===== src/design/bcpa_pkg.sv =====
package bcpa_pkg;

  localparam int PAGE_TOTAL_DEF = 4096;
  localparam int MAX_RUN_DEF    = 63;
  localparam int WORD_BITS      = 64;
  // Page numbers stay below 8192; one extra bit holds a run end.
  localparam int PAGE_W         = 14;
  localparam int WIDX_W         = PAGE_W - 6;
  localparam int FIRST_W        = 12;
  localparam int END_W          = 13;
  localparam int COUNT_W        = 6;
  localparam int FREE_W         = 13;
  // Page numbers never reach 8192, so at most this many map words are touched.
  localparam int REACH_WORDS    = 128;

  localparam logic [END_W-1:0] END_RESET = 13'd4096;

  typedef enum logic [1:0] {
    ST_OK        = 2'd0,
    ST_BAD_COUNT = 2'd1,
    ST_NO_RUN    = 2'd2,
    ST_OUTSIDE   = 2'd3
  } status_t;

  typedef enum logic {
    MODE_ALLOC = 1'b0,
    MODE_FREE  = 1'b1
  } mode_t;

  typedef enum logic {
    REG_FIRST = 1'b0,
    REG_END   = 1'b1
  } reg_index_t;

  typedef logic [WORD_BITS-1:0] word_t;
  typedef logic [PAGE_W-1:0]    page_t;
  typedef logic [WIDX_W-1:0]    widx_t;

  typedef struct packed {
    mode_t              mode;
    logic [COUNT_W-1:0] page_count;
    logic [FIRST_W-1:0] start_page;
  } request_t;

  typedef struct packed {
    status_t            status;
    logic [FIRST_W-1:0] first_page;
    logic [FREE_W-1:0]  free_pages_left;
  } result_t;

  // Access to the page map from the sequencer.
  typedef struct packed {
    logic  wr_en;
    widx_t wr_word;
    word_t wr_data;
    widx_t rd_word;
  } map_req_t;

  function automatic logic [END_W-1:0] eff_end(input logic [END_W-1:0] last_end,
                                               input int map_pages);
    return (32'(last_end) > map_pages) ? END_W'(map_pages) : last_end;
  endfunction

  function automatic logic [FREE_W-1:0] region_size(input logic [FIRST_W-1:0] first,
                                                    input logic [END_W-1:0] last_end,
                                                    input int map_pages);
    logic [END_W-1:0] e;
    e = eff_end(last_end, map_pages);
    return (e > END_W'(first)) ? FREE_W'(e - END_W'(first)) : '0;
  endfunction

  // Bits of word w that fall inside the page range lo..hi, where w lies
  // between the words of lo and hi.
  function automatic word_t range_mask(input widx_t w, input page_t lo, input page_t hi);
    word_t m;
    m = '1;
    if (w == lo[PAGE_W-1:6]) m = m & (word_t'('1) << lo[5:0]);
    if (w == hi[PAGE_W-1:6]) m = m & (word_t'('1) >> (~hi[5:0]));
    return m;
  endfunction

endpackage


===== src/design/bcpa_fit.sv =====
module bcpa_fit (
  input  bcpa_pkg::word_t              free_bits,
  input  bcpa_pkg::word_t              prev_free,
  input  logic [bcpa_pkg::COUNT_W-1:0] count,
  output logic                         hit,
  output logic [5:0]                   end_pos
);
  import bcpa_pkg::*;

  logic [2*WORD_BITS-1:0] g;
  logic [2*WORD_BITS-1:0] s;
  logic [2*WORD_BITS-1:0] r;

  assign g = {free_bits, prev_free};

  // s holds free windows of length 2^b ending at each bit; r grows by the
  // set bits of count, so at the end r marks each bit where a window of count free pages ends.
  always_comb begin
    s = g;
    r = '1;
    for (int b = 0; b < COUNT_W; b++) begin
      if (count[b]) r = (r << (1 << b)) & s;
      s = s & (s << (1 << b));
    end
    hit     = |r[2*WORD_BITS-1:WORD_BITS];
    end_pos = '0;
    for (int i = WORD_BITS - 1; i >= 0; i--) begin
      if (r[WORD_BITS+i]) end_pos = 6'(i);
    end
  end

endmodule


===== config.mk =====
export PLATFORM = sky130hd
export DESIGN_NAME = bcpa_fit
export DESIGN_NICKNAME = d
export VERILOG_FILES = /design/src/design/bcpa_pkg.sv /design/src/design/bcpa_fit.sv
export SDC_FILE = /design/constraint.sdc
export NUM_CORES = 1
export LEC_CHECK = 0
export ABC_AREA = 1
export BUFFER_PORTS_ARGS = -buffer_cell sky130_fd_sc_hd__buf_2
export CAP_MARGIN = 20
export CELL_PAD_IN_SITES_DETAIL_PLACEMENT = 0
export CELL_PAD_IN_SITES_GLOBAL_PLACEMENT = 2
export CORE_MARGIN = 2
export CORE_UTILIZATION = 25
export DETAILED_ROUTE_END_ITERATION = 8
export PLACE_DENSITY_LB_ADDON = 0.1
export SLEW_MARGIN = 10
export SYNTH_ARGS = -nofsm -noshare
export SYNTH_HDL_FRONTEND = slang
export SYNTH_SLANG_ARGS = --single-unit

===== constraint.sdc =====
create_clock -name vclk -period 4.89
set_input_delay 0.7335 -clock vclk [all_inputs]
set_output_delay 0.7335 -clock vclk [all_outputs]
set_load 0.01 [all_outputs]

==> load_flow_metrics.sql <==
INSERT INTO impl_metrics (metric_group, metric, value, unit) VALUES
('timing', 'setup_viol', '4', ''),
('timing', 'hold_ws', '2.507', 'ns'),
('global_routing', 'global_route_wire_length_before_repair', '103.4', 'mm'),
('setup_path', 'critical_path.slowest_cell', 'nor3_1', ''),
('synth', 'yosys.cell_types.count', '41', ''),
('hold_path', 'holdCritStartpoint', 'prev_free[22]', ''),
('die', 'die_w', '215.6', 'um'),
('global_routing', 'grt_overflow', '0', ''),
('die', 'die_area', '0.04648', 'mm2'),
('die', 'io_pins', '141', ''),
('synth', 'synth_seq_area_share', '0', '%'),
('timing', 'slew_headroom', '50.39', '%'),
('timing', 'rsz0062_at_grt', 'yes', ''),
('power', 'irDropWorstVdd', '0.00004292', 'V'),
('final_layout', 'finalInstanceArea', '0.01962', 'mm2'),
('global_routing', 'antenna_violations_before_repair', '0', ''),
('final_layout', 'multiInputGateArea', '0.01014', 'mm2'),
('synth', 'synthesis.area_per_instance', '4.344', 'um2'),
('power', 'power.density_cell_area', '72.24', 'mW/mm2'),
('placed_design', 'globalplace.congestion', '0.9462', ''),
('die', 'fp-row-count', '77', ''),
('final_layout', 'fraction_of_layout_instances_using_a_drive_strength_above_1', '36.00', '%'),
('setup_path', 'setup.worst_path.start', 'count[1]', ''),
('final_layout', 'area_growth_syn_to_layout', '75.31', '%'),
('clock_tree', 'hold_fix_buffers_cts', '0', ''),
('timing', 'worst_slew_pin_slew', '0.7384', 'ns'),
('timing', 'tns', '-1.383', 'ns'),
('final_layout', 'sequential_cell_area_in_the_final_layout', '0', 'um2'),
('synth', 'post_synth_inst_count', '2577', ''),
('timing', 'post-route-worst-setup-slack', '-1.166', 'ns'),
('run_status', 'violations', 'setup timing', ''),
('die', 'floorplan.initialDensity', '25.31', '%'),
('final_layout', 'final_nets', '3567', ''),
('drt', 'num_vias', '19630', ''),
('placed_design', 'place.detailed.hpwl', '59.71', 'mm'),
('job', 'cap_violations', '0', ''),
('setup_path', 'critPathMaxStageDelay', '0.27', 'ns'),
('drt', 'drt-total-wl', '70.49', 'mm'),
('synth', 'syn-num-nets', '2711', ''),
('setup_path', 'timing.critical_path.arrival', '5.32', 'ns'),
('drt', 'drt_first_iter_violations', '1738', ''),
('final_layout', 'nFlopsAndLatches', '0', ''),
('setup_path', 'critPathLaunchType', 'input pin', ''),
('final_layout', 'nClkBuffers', '0', ''),
('hold_path', 'timing.hold.worst.class', 'input pin to output port', ''),
('drt', 'post_drt_via_cell_ratio', '4.877', ''),
('drt', 'drt_first_pass_iters', '6', ''),
('timing', 'timing_hold_violations_final', '0', ''),
('placed_design', 'dpl-instance-area', '0.01826', 'mm2'),
('die', 'die_h', '215.6', 'um'),
('global_routing', 'grt_pass1_vias', '18340', ''),
('timing', 'achievable-frequency', '0.1651', 'GHz'),
('power', 'total_leakage_power', '0.01020', 'uW'),
('setup_path', 'worstPathRequired', '4.16', 'ns'),
('drt', 'drc_errors', '0', ''),
('setup_path', 'cpMostUsedCell', 'nand2_1', ''),
('timing', 'period_needed', '6.056', 'ns'),
('global_routing', 'grt_start_max_net_pins', '70', ''),
('global_routing', 'track_usage', '28.05', '%'),
('setup_path', 'worstPathMaxFanout', '21', ''),
('synth', 'synth_area', '0.01119', 'mm2'),
('die', 'design.core.area', '0.04422', 'mm2'),
('synth', 'ys_warn_count', '0', ''),
('run_status', 'run_status', 'finished with violations', ''),
('setup_path', 'setup.worst_path.end_class', 'output port', ''),
('drt', 'wire_per_inst', '17.52', 'um'),
('setup_path', 'setup.worst_path.class', 'input pin to output port', ''),
('final_layout', 'nFillCells', '5099', ''),
('timing', 'period_share', '123.8', '%'),
('drt', 'ant_nets', '0', ''),
('timing', 'timing_max_transition_violations_final', '0', ''),
('placed_design', 'numPortBuffers', '139', '');
layer usage:
metal	vias to the layer above	share of wire, %	global-route usage, %
met5	-	0	0
met2	593	42	43.26
met3	54	5.9	2.297
li1	9927	-	-
met4	0	1.3	1.724
met1	9052	51	43.58
cell type report:
cell class / instances / share of cell area, %
Tap cell: 592 / 3.775
Timing Repair inverter: 1 / 0.05739
Antenna cell: 1 / 0.01275
Multi-Input combinational cell: 2134 / 51.67
Timing Repair Buffer: 977 / 38.24
Inverter: 319 / 6.249
critical path: cells and delay by family:
kind / cells / cell delay, ns
and+or+nand+nor: 50 / 2.81
AOI/OAI and AO/OA: 5 / 0.75
buffers and inverters: 8 / 1.03
Yosys cell counts (15+ instances only):
master    count  area, um2
buf_1        24      90.09
buf_2        42      210.2
nand4_1      44      275.3
inv_1       306       1149
o21ai_1      26      130.1
nor2_1      413       1550
a21oi_1      37      185.2
o31ai_1      40      300.3
nand3_1     203       1016
o21ai_0     126      630.6
o211ai_1     15      112.6
nor3_1       46      230.2
o22ai_1      27      168.9
nand2_1    1051       3945
clkbuf_1     37      138.9
or2_2        29      181.4
logic make-up (layout without fill, tap and decap cells):
logic type | count (synthesis) | after routing | share of synthesized area (%)
AO/OA/AOI/OAI | 333 | 333 | 18.53
buffers and inverters | 443 | 1297 | 16.28
AND/OR/NAND/NOR | 1801 | 1801 | 65.19
other | 0 | 1 | 0
placed cells by master, fill, tap and decap left out, types with 5 or more instances in the layout:
cell type / synthesis / final
o21ai_1: 26 / 30
o31ai_1: 40 / 26
o41ai_1: 6 / 6
nor2_1: 413 / 381
a31oi_1: 10 / 10
o22ai_1: 27 / 23
nand2_2: 0 / 94
inv_2: 11 / 14
or2_2: 29 / 28
o2111ai_1: 14 / 14
nor3_1: 46 / 43
buf_4: 11 / 803
a21oi_2: 0 / 10
a21oi_1: 37 / 23
buf_6: 8 / 5
buf_12: 0 / 20
nor2_2: 0 / 28
inv_1: 306 / 300
buf_2: 42 / 135
nand3_1: 203 / 193
clkbuf_16: 0 / 12
o211ai_1: 15 / 15
o31ai_4: 0 / 5
nand3_2: 0 / 10
nand2_1: 1051 / 956
o31ai_2: 7 / 16
a311o_1: 6 / 6
nand4_1: 44 / 44
o21ai_2: 1 / 26
o21ai_0: 126 / 95
final timing paths:
path                         end  slack [ns]  cells past startpoint
worst max-delay path  end_pos[0]       -1.17                     63
worst min-delay path  end_pos[0]        2.51                     11
what timing repair did:
| item | CTS | global route |
|---|---|---|
| gates resized for setup | 62 | 228 |
| pin swaps | 9 | 51 |
| endpoints found under the hold margin | 0 | 0 |
| gates cloned | 1 | 13 |
| buffers inserted | 2 | 15 |
| setup endpoints to repair | 7 | 7 |
per-stage QoR:
stage	power, uW	instances	util [%]	setup WS [ns]
4_1_cts	1293	3995	41.81	-1.188
6_report	1418	4024	44.37	-1.166
3_5_place_dp	1267	3992	41.29	-1.385
5_1_grt	1546	4023	44.37	-1.798
2_1_floorplan	593.3	2577	-	-0.2664
3_3_place_gp	1264	3992	41.29	-1.447
power breakdown:
group	switching, uW	internal, uW	total (uW)
logic	792	625	1420
clock network	0	0.0000169	0.0000169
registers	0	0	0
(Power assumes the default switching activity.)
